`config.mk`:
```
export PLATFORM = sky130hd
export DESIGN_NAME = battery_fault_monitor_unit_flat
export DESIGN_NICKNAME = d
export VERILOG_FILES = /design/src/rtl/bfm_pkg.sv /design/src/rtl/bfm_if.sv /design/src/rtl/bfm_check.sv /design/src/rtl/battery_fault_monitor_unit.sv /design/src/flat_wrapper.sv
export SDC_FILE = /design/constraint.sdc
export NUM_CORES = 1
export LEC_CHECK = 0
export BUFFER_PORTS_ARGS = -buffer_cell sky130_fd_sc_hd__buf_2
export CAP_MARGIN = 20
export CORE_MARGIN = 2
export CORE_UTILIZATION = 57
export CTS_BUF_LIST = sky130_fd_sc_hd__clkbuf_16
export DETAILED_ROUTE_END_ITERATION = 6
export PLACE_DENSITY = 0.8
export SYNTH_ARGS = -nofsm -noshare
export SYNTH_HDL_FRONTEND = slang
export SYNTH_SLANG_ARGS = --single-unit
export TNS_END_PERCENT = 5
```
`constraint.sdc`:
```
create_clock -name clk -period 15.7 [get_ports clk]
set_input_delay 1.57 -clock clk [delete_from_list [all_inputs] [get_ports clk]]
set_output_delay 1.57 -clock clk [all_outputs]
set_load 0.05 [all_outputs]
```
`src/rtl/bfm_pkg.sv`:
```
`timescale 1ns / 1ps
// ----------------------------------------------------------------------------
// Battery fault monitor package
// Shared types, register indexes, reset values and fault codes.
// ----------------------------------------------------------------------------
package bfm_pkg;

  localparam int NUM_CELLS = 4;
  localparam int TIME_W    = 21;
  localparam logic [TIME_W-1:0] TIME_MAX = {TIME_W{1'b1}};

  typedef enum logic [2:0] {
    REG_PCB_TEMP_MAX  = 3'd0,
    REG_CELL_TEMP_MIN = 3'd1,
    REG_CELL_TEMP_MAX = 3'd2,
    REG_CELL_MV_MIN   = 3'd3,
    REG_CELL_MV_MAX   = 3'd4,
    REG_FAULT_LIMIT   = 3'd5,
    REG_VOLT_CELLS    = 3'd6
  } reg_index_t;

  typedef enum logic [2:0] {
    FAULT_NONE      = 3'd0,
    FAULT_READ      = 3'd1,
    FAULT_PCB_HOT   = 3'd2,
    FAULT_CELL_COLD = 3'd3,
    FAULT_CELL_HOT  = 3'd4,
    FAULT_UNDERVOLT = 3'd5,
    FAULT_OVERVOLT  = 3'd6
  } fault_kind_t;

  localparam logic signed [7:0] RST_PCB_TEMP_MAX  = 8'sd80;
  localparam logic signed [7:0] RST_CELL_TEMP_MIN = 8'sd0;
  localparam logic signed [7:0] RST_CELL_TEMP_MAX = 8'sd45;
  localparam logic [15:0]       RST_CELL_MV_MIN   = 16'd3000;
  localparam logic [15:0]       RST_CELL_MV_MAX   = 16'd4200;
  localparam logic [19:0]       RST_FAULT_LIMIT   = 20'd5000;
  localparam logic [2:0]        RST_VOLT_CELLS    = 3'd1;

  typedef struct packed {
    logic               read_ok;
    logic signed [7:0]  pcb_temp_c;
    logic signed [7:0]  cell_temp_0;
    logic signed [7:0]  cell_temp_1;
    logic signed [7:0]  cell_temp_2;
    logic signed [7:0]  cell_temp_3;
    logic [15:0]        cell_mv_0;
    logic [15:0]        cell_mv_1;
    logic [15:0]        cell_mv_2;
    logic [15:0]        cell_mv_3;
    logic [15:0]        elapsed_ms;
  } meas_t;

  typedef struct packed {
    logic              fault_active;
    logic [2:0]        fault_kind;
    logic [1:0]        fault_cell;
    logic [TIME_W-1:0] fault_time_ms;
    logic              shutdown;
  } result_t;

  typedef struct packed {
    logic signed [7:0] pcb_temp_max_c;
    logic signed [7:0] cell_temp_min_c;
    logic signed [7:0] cell_temp_max_c;
    logic [15:0]       cell_mv_min;
    logic [15:0]       cell_mv_max;
    logic [19:0]       fault_time_limit_ms;
    logic [2:0]        voltage_cells_checked;
  } cfg_regs_t;

  typedef struct packed {
    fault_kind_t kind;
    logic [1:0]  cell_idx;
  } verdict_t;

endpackage

```
`src/rtl/bfm_if.sv`:
```
`timescale 1ns / 1ps
// ----------------------------------------------------------------------------
// Battery fault monitor channels
// Valid/ready interfaces for measurement requests, results and register writes.
// ----------------------------------------------------------------------------
interface bfm_meas_if;
  logic          valid;
  logic          ready;
  bfm_pkg::meas_t data;
  modport source (output valid, output data, input ready);
  modport sink   (input valid, input data, output ready);
endinterface

interface bfm_result_if;
  logic             valid;
  logic             ready;
  bfm_pkg::result_t data;
  modport source (output valid, output data, input ready);
  modport sink   (input valid, input data, output ready);
endinterface

interface bfm_cfg_if;
  logic        valid;
  logic        ready;
  logic [2:0]  index;
  logic [19:0] data;
  modport source (output valid, output index, output data, input ready);
  modport sink   (input valid, input index, input data, output ready);
endinterface

```
`src/rtl/bfm_check.sv`:
```
`timescale 1ns / 1ps
// ----------------------------------------------------------------------------
// Battery fault monitor checks
// Priority evaluation of one measurement request against the thresholds.
// ----------------------------------------------------------------------------
module bfm_check (
  input  bfm_pkg::meas_t     meas,
  input  bfm_pkg::cfg_regs_t regs,
  output bfm_pkg::verdict_t  verdict
);
  import bfm_pkg::*;

  logic signed [7:0] temps [NUM_CELLS];
  logic [15:0]       mvs   [NUM_CELLS];
  logic [2:0]        nv;

  assign temps[0] = meas.cell_temp_0;
  assign mvs[0]   = meas.cell_mv_0;
  if (NUM_CELLS > 1) begin : g_c1
    assign temps[1] = meas.cell_temp_1;
    assign mvs[1]   = meas.cell_mv_1;
  end
  if (NUM_CELLS > 2) begin : g_c2
    assign temps[2] = meas.cell_temp_2;
    assign mvs[2]   = meas.cell_mv_2;
  end
  if (NUM_CELLS > 3) begin : g_c3
    assign temps[3] = meas.cell_temp_3;
    assign mvs[3]   = meas.cell_mv_3;
  end

  assign nv = (regs.voltage_cells_checked > 3'(NUM_CELLS)) ? 3'(NUM_CELLS)
                                                            : regs.voltage_cells_checked;

  always_comb begin
    verdict.kind = FAULT_NONE;
    verdict.cell_idx = 2'd0;
    if (!meas.read_ok) begin
      verdict.kind = FAULT_READ;
    end else if (meas.pcb_temp_c >= regs.pcb_temp_max_c) begin
      verdict.kind = FAULT_PCB_HOT;
    end
    for (int i = 0; i < NUM_CELLS; i++) begin
      if (verdict.kind == FAULT_NONE) begin
        if (temps[i] < regs.cell_temp_min_c) begin
          verdict.kind = FAULT_CELL_COLD;
          verdict.cell_idx = 2'(i);
        end else if (temps[i] > regs.cell_temp_max_c) begin
          verdict.kind = FAULT_CELL_HOT;
          verdict.cell_idx = 2'(i);
        end
      end
    end
    for (int i = 0; i < NUM_CELLS; i++) begin
      if (verdict.kind == FAULT_NONE && 3'(i) < nv) begin
        if (mvs[i] < regs.cell_mv_min) begin
          verdict.kind = FAULT_UNDERVOLT;
          verdict.cell_idx = 2'(i);
        end else if (mvs[i] > regs.cell_mv_max) begin
          verdict.kind = FAULT_OVERVOLT;
          verdict.cell_idx = 2'(i);
        end
      end
    end
  end

endmodule

```
`src/rtl/battery_fault_monitor_unit.sv`:
```
`timescale 1ns / 1ps
// ----------------------------------------------------------------------------
// Battery fault monitor unit
// Checks each measurement round, times persisting faults and latches shutdown.
// ----------------------------------------------------------------------------
// Each accepted request's result is registered into the result buffer.
// Throughput is one request per cycle; a two-entry result buffer keeps input
// accepting while one result waits, and input stalls while two results wait.
// Synchronous reset restores all thresholds to their defaults and clears the
// fault timer, the shutdown latch and the result buffer.
module battery_fault_monitor_unit (
  input  logic  clk,
  input  logic  rst,
  bfm_meas_if.sink     meas,
  bfm_result_if.source res,
  bfm_cfg_if.sink      cfg
);
  import bfm_pkg::*;

  cfg_regs_t         regs;
  verdict_t          verdict;
  logic              pending;
  logic              pending_next;
  logic [TIME_W-1:0] elapsed;
  logic [TIME_W-1:0] elapsed_next;
  logic              shut;
  logic              shut_next;
  logic [TIME_W:0]   sum;
  result_t           fresh;
  result_t           buf_q [2];
  logic [1:0]        count;
  logic              push;
  logic              pop;

  assign cfg.ready = 1'b1;

  always_ff @(posedge clk) begin
    if (rst) begin
      regs.pcb_temp_max_c        <= RST_PCB_TEMP_MAX;
      regs.cell_temp_min_c       <= RST_CELL_TEMP_MIN;
      regs.cell_temp_max_c       <= RST_CELL_TEMP_MAX;
      regs.cell_mv_min           <= RST_CELL_MV_MIN;
      regs.cell_mv_max           <= RST_CELL_MV_MAX;
      regs.fault_time_limit_ms   <= RST_FAULT_LIMIT;
      regs.voltage_cells_checked <= RST_VOLT_CELLS;
    end else if (cfg.valid) begin
      unique case (cfg.index)
        REG_PCB_TEMP_MAX:  regs.pcb_temp_max_c        <= cfg.data[7:0];
        REG_CELL_TEMP_MIN: regs.cell_temp_min_c       <= cfg.data[7:0];
        REG_CELL_TEMP_MAX: regs.cell_temp_max_c       <= cfg.data[7:0];
        REG_CELL_MV_MIN:   regs.cell_mv_min           <= cfg.data[15:0];
        REG_CELL_MV_MAX:   regs.cell_mv_max           <= cfg.data[15:0];
        REG_FAULT_LIMIT:   regs.fault_time_limit_ms   <= cfg.data;
        REG_VOLT_CELLS:    regs.voltage_cells_checked <= cfg.data[2:0];
        default: ;
      endcase
    end
  end

  bfm_check u_check (
    .meas    (meas.data),
    .regs    (regs),
    .verdict (verdict)
  );

  assign sum = {1'b0, elapsed} + (TIME_W+1)'(meas.data.elapsed_ms);

  always_comb begin
    pending_next = 1'b0;
    elapsed_next = '0;
    if (verdict.kind != FAULT_NONE) begin
      pending_next = 1'b1;
      if (pending) begin
        elapsed_next = sum[TIME_W] ? TIME_MAX : sum[TIME_W-1:0];
      end
    end
    shut_next = shut ||
                (verdict.kind != FAULT_NONE &&
                 elapsed_next > TIME_W'(regs.fault_time_limit_ms));
    fresh.fault_active  = (verdict.kind != FAULT_NONE);
    fresh.fault_kind    = verdict.kind;
    fresh.fault_cell    = verdict.cell_idx;
    fresh.fault_time_ms = elapsed_next;
    fresh.shutdown      = shut_next;
  end

  assign meas.ready = (count != 2'd2);
  assign push       = meas.valid && meas.ready;
  assign pop        = res.valid && res.ready;
  assign res.valid  = (count != 2'd0);
  assign res.data   = buf_q[0];

  always_ff @(posedge clk) begin
    if (rst) begin
      pending <= 1'b0;
      elapsed <= '0;
      shut    <= 1'b0;
      count   <= 2'd0;
    end else begin
      if (push) begin
        pending <= pending_next;
        elapsed <= elapsed_next;
        shut    <= shut_next;
      end
      count <= count + 2'(push) - 2'(pop);
    end
  end

  always_ff @(posedge clk) begin
    if (push && (count == 2'd0 || (count == 2'd1 && pop))) begin
      buf_q[0] <= fresh;
    end else if (pop) begin
      buf_q[0] <= buf_q[1];
    end
    if (push && count == 2'd1 && !pop) begin
      buf_q[1] <= fresh;
    end
  end

  a_count_range: assert property (@(posedge clk) disable iff (rst)
    count != 2'd3)
    else $error("Result buffer count out of range.");

  a_shut_sticky: assert property (@(posedge clk) disable iff (rst)
    shut |=> shut)
    else $error("Shutdown latch cleared without reset.");

  a_idle_timer: assert property (@(posedge clk) disable iff (rst)
    !pending |-> elapsed == '0)
    else $error("Fault timer nonzero with no pending fault.");

  a_good_result: assert property (@(posedge clk) disable iff (rst)
    res.valid && !res.data.fault_active |->
      res.data.fault_time_ms == '0 && res.data.fault_kind == FAULT_NONE)
    else $error("Good round reported with fault time or kind.");

  a_first_fault: assert property (@(posedge clk) disable iff (rst)
    push && !pending && verdict.kind != FAULT_NONE |=> elapsed == '0)
    else $error("First faulty round did not start timer at zero.");

endmodule
```
`src/flat_wrapper.sv`:
```
// flat-port wrapper written by rule: the top's interface ports become plain ports
module battery_fault_monitor_unit_flat import bfm_pkg::*;
  (clk, rst, meas_valid, meas_data, meas_ready, res_valid, res_data, res_ready, cfg_valid, cfg_index, cfg_data, cfg_ready);
  bfm_meas_if meas_i ();
  bfm_result_if res_i ();
  bfm_cfg_if cfg_i ();
  input  logic clk;
  input  logic rst;
  input wire logic [$bits(meas_i.valid)-1:0] meas_valid;
  input wire logic [$bits(meas_i.data)-1:0] meas_data;
  output wire logic [$bits(meas_i.ready)-1:0] meas_ready;
  output wire logic [$bits(res_i.valid)-1:0] res_valid;
  output wire logic [$bits(res_i.data)-1:0] res_data;
  input wire logic [$bits(res_i.ready)-1:0] res_ready;
  input wire logic [$bits(cfg_i.valid)-1:0] cfg_valid;
  input wire logic [$bits(cfg_i.index)-1:0] cfg_index;
  input wire logic [$bits(cfg_i.data)-1:0] cfg_data;
  output wire logic [$bits(cfg_i.ready)-1:0] cfg_ready;
  assign meas_i.valid = meas_valid;
  assign meas_i.data = meas_data;
  assign meas_ready = meas_i.ready;
  assign res_valid = res_i.valid;
  assign res_data = res_i.data;
  assign res_i.ready = res_ready;
  assign cfg_i.valid = cfg_valid;
  assign cfg_i.index = cfg_index;
  assign cfg_i.data = cfg_data;
  assign cfg_ready = cfg_i.ready;
  battery_fault_monitor_unit u_core (.clk(clk), .rst(rst), .meas(meas_i), .res(res_i), .cfg(cfg_i));
endmodule
```
==> results.md <==
* # DRC at 0
* Initial DRC Count at 884
* Multi-input gate area at 0.00781 mm^2
* Hold crit path type: register to register
* Max-cap violations at 0
* Outcome: completed
* DPL Wire Length at 26.2 mm
* Final setup viols at 0
* RSZ-0062 raised after global routing: no
* # rows at 53
* Num CTS Buffers at 17
* Slew Viols, Final at 0
* Worst reg2reg path depth at 26
* P per Cell Area at 99.9 mW/mm^2
* Post-synth EDFFs at 56
* Vias in the first global route at 10500
* Commonest non-fill, non-tap cell in the layout: ha_1
* FF+latch count, synth at 160
* Measured slew at the worst slew-check pin at 0.882 ns
* Skew-Pair Late Insertion Delay at 0.44 ns
* # port buffers at 178
* GR Overflow Total at 0
* Pre-CTS WS at 7.94 ns
* Max Root-Sink Buffers at 2
* Clock Skew at 0.0139 ns
* Hold Crit Depth at 2
* Final ANT Viol Nets at 0
* Crit path arrival time at 7.55 ns
* Final Hold Viols at 0
* Maximum vdd drop at 0.0000690 V
* Main synth FF type: dfxtp_1
* Post_cts resized at 0
* Syn Area/Cell at 8.78 um^2
* Core area at 0.0212 mm^2
* Fin nets at 1926
* Fin worst setup slack at 8.31 ns
* Slowest-stage cell, CP: or4_4
* Die H at 151 um
* Setup Buffers After CTS at 0
* CTS sink count at 160
* Global-route wire length before repair at 52.3 mm
* Top-area cell type share of the netlist area at 0.232
* Final GP Congestion at 0.944
* Req. time, crit path at 15.86 ns
* Chip width at 151 um
* Leakage at 6.20 nW
* Antenna violations before repair at 3
* Syn_nets at 1790
* Post-Route Utilization at 0.657
* Post-CTS Hold Buffers at 0
* Min cycle time layout at 7.39 ns
* WP buf/inv at 3
* Clock Tree Root: clkbuf_16
* Setup crit start kind: primary input
* FMAX at 135 MHz
* Detailed-route via count at 11000
* Crit-path max FO at 62
* Sequential area share after synthesis at 0.304
* Critical path class: primary input to register
* CP max stage delay at 0.64 ns
* WL final at 33.1 mm
* Fillers at 1768
* Yosys Warn Count at 0
* Async set-reset flop share out of synthesis at 0
* Family with the most delay on the worst path: simple AND/OR/NAND/NOR gates
* Vias/cell at 6.01
* Distinct cells, synth at 77
* Num ports at 180
* Syn Inst Count at 1410
* Die area at 0.0229 mm^2
* Commonest non-fill, non-tap cells in the layout: ha_1, nand2_1, buf_2
* Share of layout cells above drive strength 1 at 0.158
* H-tree Lvls at 4
* Leading area contributor after synthesis: ha_1
* Largest net degree at the start of global routing at 65
* WP depth at 27
* Setup_tns at 0 ns
* Worst setup EP type: register
* All-layer global routing usage at 0.292
* CTS tree: yes
* Mapped cell area at 0.0124 mm^2
* Crit share post-route at 0.471
* Sequential cell area at 0.00376 mm^2
* CTS clk-pin slew, worst paths at 0.06 ns
* Syn-to-layout area delta at 12.3%
* Area contributors post-synth: ha_1, dfxtp_1, edfxtp_1
* Avg WL per Cell at 18.0 um
* Initial core utilization at 0.585
* Slew headroom at 0.411
* First-pass iteration count of the detailed router at 5
-- sequential cells by signal, summed over array words and instances (netlist names) --
name and flops:
u_core.shut 1, u_core.elapsed 21, u_core.regs 79, u_core.count 2
u_core.buf_q 56, u_core.pending 1
-- report_power, final --
part / internal (mW) / total, mW / leakage, nW / switching (mW)
clock network: 0.229 / 0.423 / 0.297 / 0.194
logic: 0.142 / 0.454 / 4.52 / 0.312
registers: 0.491 / 0.511 / 1.38 / 0.0205
total: 0.862 / 1.39 / 6.20 / 0.526
-- layout make-up --
cell class                      instances  share of cell area
Antenna cell                            1            0.000180
Clock buffer                           17              0.0306
Clock inverter                         15              0.0134
Inverter                              104              0.0286
Multi-Input combinational cell       1075               0.562
Sequential cell                       160               0.271
Tap cell                              275              0.0248
Timing Repair Buffer                  188              0.0698
-- cells by family (layout without fill, tap and decap cells) --
logic type	Yosys count	after routing	synth area share
mux	5	5	0.00414
simple gates	446	446	0.173
xor+xnor	14	14	0.00991
other cells	1	2	0.000303
fa+ha+maj	231	231	0.234
flops	160	160	0.304
compound gates	378	378	0.208
buf+inv	175	324	0.0667
-- Yosys cell counts, types with 7 or more instances --
| cell type | instances |
|---|---|
| clkbuf_1 | 31 |
| and2_1 | 7 |
| buf_4 | 29 |
| o31ai_1 | 8 |
| dfxtp_1 | 104 |
| nand2_1 | 188 |
| a211o_1 | 9 |
| a21o_1 | 27 |
| nor3_1 | 21 |
| nand4_1 | 26 |
| a21oi_1 | 113 |
| nand3_1 | 32 |
| buf_6 | 7 |
| inv_1 | 101 |
| ha_1 | 230 |
| nor2_1 | 63 |
| o211ai_1 | 31 |
| a32o_1 | 38 |
| edfxtp_1 | 56 |
| xnor2_1 | 9 |
| or2_2 | 8 |
| a31oi_1 | 9 |
| and3_1 | 30 |
| nand2b_1 | 22 |
| o21a_1 | 15 |
| a211oi_1 | 16 |
| o21ai_0 | 62 |
| nor2b_1 | 23 |
-- through the flow --
stage | std cells | cell area, um^2 | power [mW] | hold WS (ns)
3_5_place_dp | 1800 | 13300 | 0.969 | 0.449
2_1_floorplan | 1410 | 12400 | 0.876 | 0.436
5_1_grt | 1835 | 13900 | 1.45 | 0.472
4_1_cts | 1832 | 13900 | 1.39 | 0.458
3_3_place_gp | 1800 | 13300 | 0.956 | 0.441
6_report | 1835 | 13900 | 1.39 | 0.457
-- per-layer routing --
layer	routed length [um]	track usage	vias to the layer above
li1	-	-	5440
met1	14600	0.389	5161
met2	15400	0.483	364
met3	2310	0.0494	62
met4	726	0.0953	4
met5	21	0	-
-- worst paths after layout --
check | start | end | slack [ns]
min reg2reg | u_core.regs[9] | u_core.regs[9] | 0.46
min | u_core.regs[9] | u_core.regs[9] | 0.46
max | meas_data[112] | u_core.buf_q[0][28] | 8.31
max reg2reg | u_core.regs[56] | u_core.buf_q[0][28] | 9.13
-- tightest hold or removal path, delay by kind of cell, from the launching register on --
| kind | cells | cell delay (ns) |
|---|---|---|
| compound gates | 1 | 0.05 |
| flops | 1 | 0.31 |
| simple gates | 1 | 0.05 |
Note: power is estimated with default switching activity, not from simulation.
